$ cat src/sv/time_ordered_event_queue_core_assert.svh
// Assertion macros shared by the event queue RTL.
`ifndef TIME_ORDERED_EVENT_QUEUE_CORE_ASSERT_SVH
`define TIME_ORDERED_EVENT_QUEUE_CORE_ASSERT_SVH

// Condition must hold at every clock edge outside reset.
`define TOEQ_CHECK(lbl, clk, rst_n, cond, msg) \
    lbl: assert property (@(posedge clk) disable iff (!rst_n) (cond)) else $error(msg);

// Antecedent implies consequent in the same cycle.
`define TOEQ_IMPLY(lbl, clk, rst_n, ante, cons, msg) \
    lbl: assert property (@(posedge clk) disable iff (!rst_n) (ante) |-> (cons)) else $error(msg);

`endif

$ cat src/sv/toeq_pkg.sv
// Types, codes and constants of the time-ordered event queue.
package toeq_pkg;

    localparam int DEF_CAPACITY = 16;

    localparam int TIME_W = 32;
    localparam int NAME_W = 8;
    localparam int TASK_W = 8;
    localparam int POS_W  = 8;
    localparam int OCC_W  = 5;

    // Command codes on the input channel
    localparam logic [1:0] CMD_INSERT = 2'd0;
    localparam logic [1:0] CMD_POP    = 2'd1;
    localparam logic [1:0] CMD_REMOVE = 2'd2;

    typedef enum logic [1:0] {
        ST_OK    = 2'd0,
        ST_EMPTY = 2'd1,
        ST_FULL  = 2'd2,
        ST_RANGE = 2'd3
    } t_status;

    typedef enum logic [1:0] {
        OP_INSERT,
        OP_POP,
        OP_REMOVE,
        OP_NOP
    } t_op;

    typedef struct packed {
        logic [TIME_W-1:0] ev_time;
        logic [NAME_W-1:0] ev_name;
        logic [TASK_W-1:0] ev_task;
        logic              ev_break;
    } t_event;

    typedef struct packed {
        t_op              op;
        t_event           ev;
        logic [POS_W-1:0] position;
    } t_cmd_item;

    typedef struct packed {
        t_status          status;
        t_event           ev;
        logic [OCC_W-1:0] occupancy;
    } t_result;

endpackage

$ cat src/sv/toeq_if.sv
// Valid/ready channel interfaces for commands and results.
interface toeq_cmd_if;
    logic                        valid;
    logic                        ready;
    logic [1:0]                  cmd;
    logic [toeq_pkg::TIME_W-1:0] event_time;
    logic [toeq_pkg::NAME_W-1:0] event_name;
    logic [toeq_pkg::TASK_W-1:0] event_task;
    logic                        event_break;
    logic [toeq_pkg::POS_W-1:0]  position;

    modport source (output valid, cmd, event_time, event_name, event_task, event_break,
                    position, input ready);
    modport sink   (input valid, cmd, event_time, event_name, event_task, event_break,
                    position, output ready);
endinterface

interface toeq_res_if;
    logic                        valid;
    logic                        ready;
    logic [1:0]                  status;
    logic [toeq_pkg::TIME_W-1:0] out_time;
    logic [toeq_pkg::NAME_W-1:0] out_name;
    logic [toeq_pkg::TASK_W-1:0] out_task;
    logic                        out_break;
    logic [toeq_pkg::OCC_W-1:0]  occupancy;

    modport source (output valid, status, out_time, out_name, out_task, out_break,
                    occupancy, input ready);
    modport sink   (input valid, status, out_time, out_name, out_task, out_break,
                    occupancy, output ready);
endinterface

$ cat src/sv/toeq_front.sv
// Command front end: decodes accepted items into a two-entry queue.
module toeq_front (
    input  logic                 i_clk,
    input  logic                 i_rst_n,
    toeq_cmd_if.sink             i_cmd,
    output logic                 o_q_valid,
    output toeq_pkg::t_cmd_item  o_q_item,
    input  logic                 i_q_pop
);
    import toeq_pkg::*;

    t_cmd_item  r_q [2];
    logic       r_wr, n_wr;
    logic       r_rd, n_rd;
    logic [1:0] r_cnt, n_cnt;
    t_cmd_item  dec_item;
    logic       push;

    always_comb begin
        dec_item.ev.ev_time  = i_cmd.event_time;
        dec_item.ev.ev_name  = i_cmd.event_name;
        dec_item.ev.ev_task  = i_cmd.event_task;
        dec_item.ev.ev_break = i_cmd.event_break;
        dec_item.position    = i_cmd.position;
        unique case (i_cmd.cmd)
            CMD_INSERT: dec_item.op = OP_INSERT;
            CMD_POP:    dec_item.op = OP_POP;
            CMD_REMOVE: dec_item.op = OP_REMOVE;
            default:    dec_item.op = OP_NOP;
        endcase
    end

    assign i_cmd.ready = (r_cnt != 2'd2);
    assign push        = i_cmd.valid && i_cmd.ready;
    assign o_q_valid   = (r_cnt != 2'd0);
    assign o_q_item    = r_q[r_rd];

    always_comb begin
        n_wr  = r_wr ^ push;
        n_rd  = r_rd ^ i_q_pop;
        n_cnt = r_cnt + {1'b0, push} - {1'b0, i_q_pop};
    end

    always_ff @(posedge i_clk) begin
        if (!i_rst_n) begin
            r_wr  <= 1'b0;
            r_rd  <= 1'b0;
            r_cnt <= 2'd0;
        end else begin
            r_wr  <= n_wr;
            r_rd  <= n_rd;
            r_cnt <= n_cnt;
        end
    end

    always_ff @(posedge i_clk) begin
        if (push) begin
            r_q[r_wr] <= dec_item;
        end
    end

endmodule

$ cat src/sv/toeq_back.sv
// Execution back end: sorted row of event cells and the result register.
module toeq_back #(
    parameter int CAPACITY = toeq_pkg::DEF_CAPACITY
) (
    input  logic                 i_clk,
    input  logic                 i_rst_n,
    input  logic                 i_q_valid,
    input  toeq_pkg::t_cmd_item  i_q_item,
    output logic                 o_q_pop,
    toeq_res_if.source           o_res
);
    import toeq_pkg::*;

    localparam int CNT_W = $clog2(CAPACITY + 1);
    localparam int IDX_W = $clog2(CAPACITY);

    t_event               r_slot [CAPACITY];
    t_event               n_slot [CAPACITY];
    logic [CNT_W-1:0]     r_count, n_count;
    logic                 r_out_valid, n_out_valid;
    t_result              r_res, n_res;
    logic                 take;
    logic [CAPACITY-1:0]  above;
    logic [CAPACITY-1:0]  above_prev;
    logic [POS_W-1:0]     rm_pos;
    logic [IDX_W-1:0]     rm_idx;

    // Cells holding a time not below the new one; monotonic over the occupied part
    always_comb begin
        for (int k = 0; k < CAPACITY; k++) begin
            above[k] = (CNT_W'(k) < r_count) && (r_slot[k].ev_time >= i_q_item.ev.ev_time);
        end
        above_prev = {above[CAPACITY-2:0], 1'b0};
    end

    assign take   = i_q_valid && (!r_out_valid || o_res.ready);
    assign rm_pos = (i_q_item.op == OP_POP) ? '0 : i_q_item.position;
    assign rm_idx = rm_pos[IDX_W-1:0];

    always_comb begin
        n_slot      = r_slot;
        n_count     = r_count;
        n_res       = r_res;
        n_out_valid = r_out_valid && !o_res.ready;
        if (take) begin
            n_out_valid  = 1'b1;
            n_res.status = ST_OK;
            n_res.ev     = '0;
            unique case (i_q_item.op)
                OP_INSERT: begin
                    if (r_count == CNT_W'(CAPACITY)) begin
                        n_res.status = ST_FULL;
                    end else begin
                        for (int k = 0; k < CAPACITY; k++) begin
                            if (above_prev[k]) begin
                                n_slot[k] = r_slot[(k > 0) ? k - 1 : 0];
                            end else if (above[k] || CNT_W'(k) == r_count) begin
                                n_slot[k] = i_q_item.ev;
                            end
                        end
                        n_count = r_count + CNT_W'(1);
                    end
                end
                OP_POP, OP_REMOVE: begin
                    if (r_count == '0) begin
                        n_res.status = ST_EMPTY;
                    end else if (32'(rm_pos) >= 32'(r_count)) begin
                        n_res.status = ST_RANGE;
                    end else begin
                        n_res.ev = r_slot[rm_idx];
                        for (int k = 0; k < CAPACITY - 1; k++) begin
                            if (k >= int'(rm_pos)) begin
                                n_slot[k] = r_slot[k + 1];
                            end
                        end
                        n_count = r_count - CNT_W'(1);
                    end
                end
                OP_NOP: begin
                end
            endcase
            n_res.occupancy = OCC_W'(n_count);
        end
    end

    always_ff @(posedge i_clk) begin
        if (!i_rst_n) begin
            r_count     <= '0;
            r_out_valid <= 1'b0;
        end else begin
            r_count     <= n_count;
            r_out_valid <= n_out_valid;
        end
    end

    always_ff @(posedge i_clk) begin
        r_slot <= n_slot;
        r_res  <= n_res;
    end

    assign o_q_pop         = take;
    assign o_res.valid     = r_out_valid;
    assign o_res.status    = r_res.status;
    assign o_res.out_time  = r_res.ev.ev_time;
    assign o_res.out_name  = r_res.ev.ev_name;
    assign o_res.out_task  = r_res.ev.ev_task;
    assign o_res.out_break = r_res.ev.ev_break;
    assign o_res.occupancy = r_res.occupancy;

endmodule

$ cat src/sv/time_ordered_event_queue_core.sv
// Time-ordered event queue: a bounded list of events kept sorted by time. Insert places
// an event ahead of every stored event with an equal or later time; pop takes out the
// earliest; remove takes out the event at a zero-based position. Every command returns
// one result with status, the event taken out (zeros if none) and the count afterward.
// Commands are decoded into a two-entry queue; the back end runs one command per cycle,
// while no result waits on the output, on a row of CAPACITY event cells that all compare
// against the new time at once, so the sustained rate is one command per cycle. A command
// waits in the queue until the back end takes it, and its result is then registered. A
// result left waiting on the output stalls the back end, and the input stalls once the
// queue holds two commands. The cell compare row sets the clock period.
`include "time_ordered_event_queue_core_assert.svh"

module time_ordered_event_queue_core #(
    parameter int CAPACITY = toeq_pkg::DEF_CAPACITY
) (
    input  logic        i_clk,
    input  logic        i_rst_n,
    toeq_cmd_if.sink    i_cmd,
    toeq_res_if.source  o_res
);
    import toeq_pkg::*;

    logic      q_valid;
    t_cmd_item q_item;
    logic      q_pop;
    logic      res_err;
    logic      res_has_ev;
    logic      res_full;
    logic      res_empty;
    logic      occ_full;

    toeq_front u_front (
        .i_clk     (i_clk),
        .i_rst_n   (i_rst_n),
        .i_cmd     (i_cmd),
        .o_q_valid (q_valid),
        .o_q_item  (q_item),
        .i_q_pop   (q_pop)
    );

    toeq_back #(
        .CAPACITY (CAPACITY)
    ) u_back (
        .i_clk     (i_clk),
        .i_rst_n   (i_rst_n),
        .i_q_valid (q_valid),
        .i_q_item  (q_item),
        .o_q_pop   (q_pop),
        .o_res     (o_res)
    );

    assign res_err    = o_res.valid && (o_res.status != ST_OK);
    assign res_has_ev = (o_res.out_time != '0) || (o_res.out_name != '0) ||
                        (o_res.out_task != '0) || o_res.out_break;
    assign res_full   = o_res.valid && (o_res.status == ST_FULL);
    assign res_empty  = o_res.valid && (o_res.status == ST_EMPTY);
    assign occ_full   = (o_res.occupancy == OCC_W'(CAPACITY));

    `TOEQ_CHECK(a_pop_needs_item, i_clk, i_rst_n, !q_pop || q_valid, "pop from empty cmd queue")
    `TOEQ_IMPLY(a_err_zero_out, i_clk, i_rst_n, res_err, !res_has_ev, "error result with event")
    `TOEQ_IMPLY(a_full_count, i_clk, i_rst_n, res_full, occ_full, "full status with room left")
    `TOEQ_IMPLY(a_empty_count, i_clk, i_rst_n, res_empty, o_res.occupancy == '0, "empty but stored")

endmodule

$ cat src/flat_wrapper.sv
// flat-port wrapper written by rule: the top's interface ports become plain ports
module time_ordered_event_queue_core_flat import toeq_pkg::*;
#(
    parameter int CAPACITY = toeq_pkg::DEF_CAPACITY
)
  (i_clk, i_rst_n, i_cmd_valid, i_cmd_cmd, i_cmd_event_time, i_cmd_event_name, i_cmd_event_task, i_cmd_event_break, i_cmd_position, i_cmd_ready, o_res_valid, o_res_status, o_res_out_time, o_res_out_name, o_res_out_task, o_res_out_break, o_res_occupancy, o_res_ready);
  toeq_cmd_if i_cmd_i ();
  toeq_res_if o_res_i ();
  input  logic i_clk;
  input  logic i_rst_n;
  input wire logic [$bits(i_cmd_i.valid)-1:0] i_cmd_valid;
  input wire logic [$bits(i_cmd_i.cmd)-1:0] i_cmd_cmd;
  input wire logic [$bits(i_cmd_i.event_time)-1:0] i_cmd_event_time;
  input wire logic [$bits(i_cmd_i.event_name)-1:0] i_cmd_event_name;
  input wire logic [$bits(i_cmd_i.event_task)-1:0] i_cmd_event_task;
  input wire logic [$bits(i_cmd_i.event_break)-1:0] i_cmd_event_break;
  input wire logic [$bits(i_cmd_i.position)-1:0] i_cmd_position;
  output wire logic [$bits(i_cmd_i.ready)-1:0] i_cmd_ready;
  output wire logic [$bits(o_res_i.valid)-1:0] o_res_valid;
  output wire logic [$bits(o_res_i.status)-1:0] o_res_status;
  output wire logic [$bits(o_res_i.out_time)-1:0] o_res_out_time;
  output wire logic [$bits(o_res_i.out_name)-1:0] o_res_out_name;
  output wire logic [$bits(o_res_i.out_task)-1:0] o_res_out_task;
  output wire logic [$bits(o_res_i.out_break)-1:0] o_res_out_break;
  output wire logic [$bits(o_res_i.occupancy)-1:0] o_res_occupancy;
  input wire logic [$bits(o_res_i.ready)-1:0] o_res_ready;
  assign i_cmd_i.valid = i_cmd_valid;
  assign i_cmd_i.cmd = i_cmd_cmd;
  assign i_cmd_i.event_time = i_cmd_event_time;
  assign i_cmd_i.event_name = i_cmd_event_name;
  assign i_cmd_i.event_task = i_cmd_event_task;
  assign i_cmd_i.event_break = i_cmd_event_break;
  assign i_cmd_i.position = i_cmd_position;
  assign i_cmd_ready = i_cmd_i.ready;
  assign o_res_valid = o_res_i.valid;
  assign o_res_status = o_res_i.status;
  assign o_res_out_time = o_res_i.out_time;
  assign o_res_out_name = o_res_i.out_name;
  assign o_res_out_task = o_res_i.out_task;
  assign o_res_out_break = o_res_i.out_break;
  assign o_res_occupancy = o_res_i.occupancy;
  assign o_res_i.ready = o_res_ready;
  time_ordered_event_queue_core #(.CAPACITY(CAPACITY)) u_core (.i_clk(i_clk), .i_rst_n(i_rst_n), .i_cmd(i_cmd_i), .o_res(o_res_i));
endmodule
$ cat config.mk
export PLATFORM = sky130hd
export DESIGN_NAME = time_ordered_event_queue_core_flat
export DESIGN_NICKNAME = d
export VERILOG_FILES = /design/src/sv/toeq_pkg.sv /design/src/sv/toeq_if.sv /design/src/sv/toeq_front.sv /design/src/sv/toeq_back.sv /design/src/sv/time_ordered_event_queue_core.sv /design/src/flat_wrapper.sv
export VERILOG_INCLUDE_DIRS = /design/src /design/src/sv
export SDC_FILE = /design/constraint.sdc
export NUM_CORES = 2
export LEC_CHECK = 0
export BUFFER_PORTS_ARGS = -buffer_cell sky130_fd_sc_hd__buf_2
export CAP_MARGIN = 20
export CELL_PAD_IN_SITES_DETAIL_PLACEMENT = 0
export CELL_PAD_IN_SITES_GLOBAL_PLACEMENT = 1
export CORE_MARGIN = 3
export CORE_UTILIZATION = 52
export DETAILED_ROUTE_END_ITERATION = 7
export PLACE_DENSITY_LB_ADDON = 0.1
export SLEW_MARGIN = 20
export SYNTH_ARGS = -nofsm -noshare
export SYNTH_HDL_FRONTEND = slang
export SYNTH_HIERARCHICAL = 1
export SYNTH_SLANG_ARGS = --single-unit
$ cat constraint.sdc
create_clock -name i_clk -period 8.4 [get_ports i_clk]
set_clock_uncertainty 0.2 [all_clocks]
set_input_delay 1.26 -clock i_clk [delete_from_list [all_inputs] [get_ports i_clk]]
set_output_delay 1.26 -clock i_clk [all_outputs]
set_load 0.01 [all_outputs]
==> flow_summary_export.csv <==
group,metric,value,unit
grt,grt_use_total,0.4122,
logic_synthesis,synth_top_area_cell,"edfxtp_1",
grt,first_global_vias,54766,
cells_and_area,area_growth,9.288,%
logic_synthesis,async_reset_ff_frac,0,
placement,routabilityCongestion,0.9798,
logic_synthesis,synth.distinct_cells,81,
grt,antenna_found_initial,7,
sta,tightest_slew,1.291,ns
power_and_ir_drop,ir_drop,369.9,uV
placement,portBuffers,120,
logic_synthesis,syn_inst,6000,
clocking,clk_latency,0.76,ns
floorplanning,die_h,358.7,um
logic_synthesis,synth_top_area_frac,0.4447,
critical_path,criticalPathCategory,"reg2reg",
floorplanning,die-area,0.1287,mm^2
critical_path,start_kind,"flop",
floorplanning,rows,128,
logic_synthesis,synthTopCellsByCount,"edfxtp_1 (958), nand2_1 (829), ha_1 (527)",
sta,min_period,6.765,ns
sta,setup_violations,0,
route,route.final.wire_length,272900,um
clocking,cts_repair_resize_count,0,
route,via_count,58472,
sta,setup_tns,0,ns
clocking,path_clk_slew,0.06,ns
placement,hpwlAfterDp,166600,um
sta,period_share,0.8054,
logic_synthesis,yosysMostFrequentCell,"edfxtp_1",
floorplanning,die_x,358.7,um
sta,slew_viol_final,0,
route,via_per_inst,7.754,
clocking,htreeDepth,3,
route,first_iter_violations,9228,
logic_synthesis,synth_edf_count,958,
power_and_ir_drop,p_leak,26.92,nW
logic_synthesis,ys.warnings.count,6,
route,drc_errors,0,
clocking,cts_root_buffer,"clkbuf_16",
sta,slew_headroom,0.1394,
grt,gr-total-overflow,0,
critical_path,cp.required,8.57,ns
route,wl_per_cell,36.19,um
critical_path,cp.arrival,6.93,ns
logic_synthesis,ys_seq_area_frac,0.4481,
logic_synthesis,synthTopCellsByArea,"edfxtp_1 (44%), ha_1 (10%), a221o_1 (7.6%), nand2_1 (4.8%), a21oi_1 (3.6%)",
critical_path,setup.worst_path.end,"u_core/u_back/r_slot[518]",
placement,pre_cts_ws,1.895,ns
floorplanning,boundaryPins,121,
logic_synthesis,synth_top_flop_cell,"edfxtp_1",
clocking,numCtsBuffers,111,
run,maxCapViolations,0,
power_and_ir_drop,powerDensity,377.6,mW/mm^2
clocking,clock_sinks,969,
clocking,cts_setup_buffers,0,
sta,hold_viol,0,
route,first_pass_iters,7,
worst_hold_path,worstHoldPathType,"reg2reg",
logic_synthesis,avgSynthCellArea,10.78,um^2
status,outcome,"completed",
critical_path,end_kind,"flop",
logic_synthesis,synth-seq-cells,969,
grt,grt_max_degree,156,
critical_path,r2r-end,"u_core/u_back/r_slot[518]",
clocking,hold_buffers,0,
cells_and_area,layout.nets,6400,
logic_synthesis,syn_area,0.06469,mm^2
sta,fin_ws,1.635,ns
cells_and_area,drive_gt1_frac,0.1106,
sta,rsz0062_at_grt,"false",
logic_synthesis,syn-num-nets,6590,
route,antenna_left,0,
grt,grt_pass1_wl,390500,um
clocking,cts_buffer_depth,3,
cells_and_area,fillers,10463,
critical_path,r2r_cells,13,
floorplanning,start_util,0.5273,
critical_path,r2r_slack,1.63,ns
clocking,cts_tree,"yes",
floorplanning,core-area,0.1227,mm^2
sta,max_freq,147.8,MHz
critical_path,cp_max_fo,50,
power breakdown:
group          leakage [nW]  switching (mW)  internal [mW]
Combinational          16.2            9.62           4.56
Sequential             8.84           0.507           6.88
Clock                  1.83            2.22           2.91
placed cells by master, fill, tap and decap left out, types with 17 or more instances in the layout:
master | Yosys | final
a211oi_1 | 21 | 20
a21o_1 | 120 | 120
a21oi_1 | 471 | 468
a221o_1 | 489 | 489
a221oi_1 | 117 | 117
a22o_1 | 98 | 97
and2_1 | 58 | 56
and3_1 | 71 | 69
and4_1 | 21 | 21
buf_2 | 85 | 120
buf_4 | 10 | 131
clkbuf_1 | 434 | 17
clkbuf_16 | 0 | 116
clkinv_1 | 1 | 18
clkinv_2 | 0 | 31
edfxtp_1 | 958 | 958
ha_1 | 527 | 525
inv_1 | 72 | 69
mux2_2 | 99 | 98
mux2i_1 | 150 | 150
nand2_1 | 829 | 828
nand3_1 | 134 | 133
nand4_1 | 64 | 64
nor2_1 | 75 | 67
nor3_1 | 31 | 31
nor3_2 | 24 | 24
nor4b_1 | 193 | 193
o2111a_1 | 145 | 145
o211ai_1 | 109 | 109
o21ai_0 | 222 | 220
o21ai_1 | 45 | 45
o311ai_0 | 96 | 96
worst max-delay path, stage by stage, from the launching register on:
cell	delay (ns)
dfxtp_4	0.61
buf_4	0.47
mux2_2	0.47
inv_1	0.55
ha_1	0.29
and4_1	0.19
a2111oi_0	0.07
o21ai_1	0.15
a31oi_1	0.27
nor4b_4	0.31
buf_4	0.90
nor2_4	0.10
a41oi_4	0.90
buf_4	0.77
sequential cells by signal (all words and copies together), names as in the netlist, named ones only:
name and cells:
u_core/u_back/o_res.valid 1, u_core/u_front/r_q 118, u_core/u_back/o_res.occupancy 5, u_core/u_front/r_wr 1, u_core/u_front/r_cnt 2, u_core/u_back/o_res.out_time 32, u_core/u_back/o_res.out_name 8, u_core/u_back/o_res.out_break 1
u_core/u_front/r_rd 1, u_core/u_back/o_res.status 2, u_core/u_back/o_res.out_task 8, u_core/u_back/r_count 5, u_core/u_back/r_slot 784
cell families (layout without fill, tap and decap cells):
| family | Yosys count | after routing | share of synthesized area |
|---|---|---|---|
| adders and majority gates | 527 | 527 | 0.1019 |
| other | 0 | 10 | 0 |
| xor gates and xnor gates | 3 | 3 | 0.0004062 |
| and+or+nand+nor | 1567 | 1567 | 0.1239 |
| buffers and inverters | 643 | 549 | 0.04081 |
| DFF | 969 | 969 | 0.4481 |
| muxes | 259 | 259 | 0.04276 |
| AOI/OAI and AO/OA | 2032 | 2032 | 0.2421 |
metal layers:
layer | wire length, um | up-vias | global-route usage
met5 | 13 | - | 0
met3 | 37260 | 876 | 0.1123
met2 | 116900 | 4672 | 0.6050
met1 | 103800 | 28945 | 0.5607
li1 | - | 23977 | -
met4 | 14960 | 2 | 0.2060
worst min-delay path by stage:
stage                              start  slack [ns]                         to  depth (start not counted)
4_1_cts        u_core/u_back/o_res.valid        0.33  u_core/u_back/o_res.valid                          2
3_3_place_gp   u_core/u_back/o_res.valid        0.29  u_core/u_back/o_res.valid                          2
6_report       u_core/u_back/o_res.valid        0.32  u_core/u_back/o_res.valid                          2
3_5_place_dp   u_core/u_back/o_res.valid        0.31  u_core/u_back/o_res.valid                          2
2_1_floorplan  u_core/u_back/o_res.valid        0.32  u_core/u_back/o_res.valid                          2
5_1_grt        u_core/u_back/o_res.valid        0.38  u_core/u_back/o_res.valid                          2
through the flow:
stage | util | hold slack [ns] | area, um^2 | cells | power [mW]
floorplan | - | 0.3241 | 64690 | 6000 | 16.18
global placement | 0.5456 | 0.2868 | 66930 | 7322 | 20.80
detailed placement | 0.5457 | 0.3150 | 66950 | 7322 | 21.05
CTS | 0.5761 | 0.3269 | 70670 | 7531 | 26.13
global route | 0.5761 | 0.3782 | 70670 | 7531 | 27.67
finish | 0.5763 | 0.3179 | 70700 | 7541 | 26.69
cell type report:
| class | instances | area [um^2] | area share |
|---|---|---|---|
| Clock inverter | 73 | 718.2 | 0.01016 |
| Clock buffer | 136 | 3008 | 0.04255 |
| Timing Repair Buffer | 265 | 1864 | 0.02637 |
| Multi-Input combinational cell | 4388 | 33760 | 0.4775 |
| Antenna cell | 10 | 25.02 | 0.0003540 |
| Inverter | 75 | 300.3 | 0.004247 |
| Sequential cell | 969 | 28990 | 0.4101 |
| Tap cell | 1625 | 2033 | 0.02876 |
No activity file was read; power rests on OpenSTA's default activity.
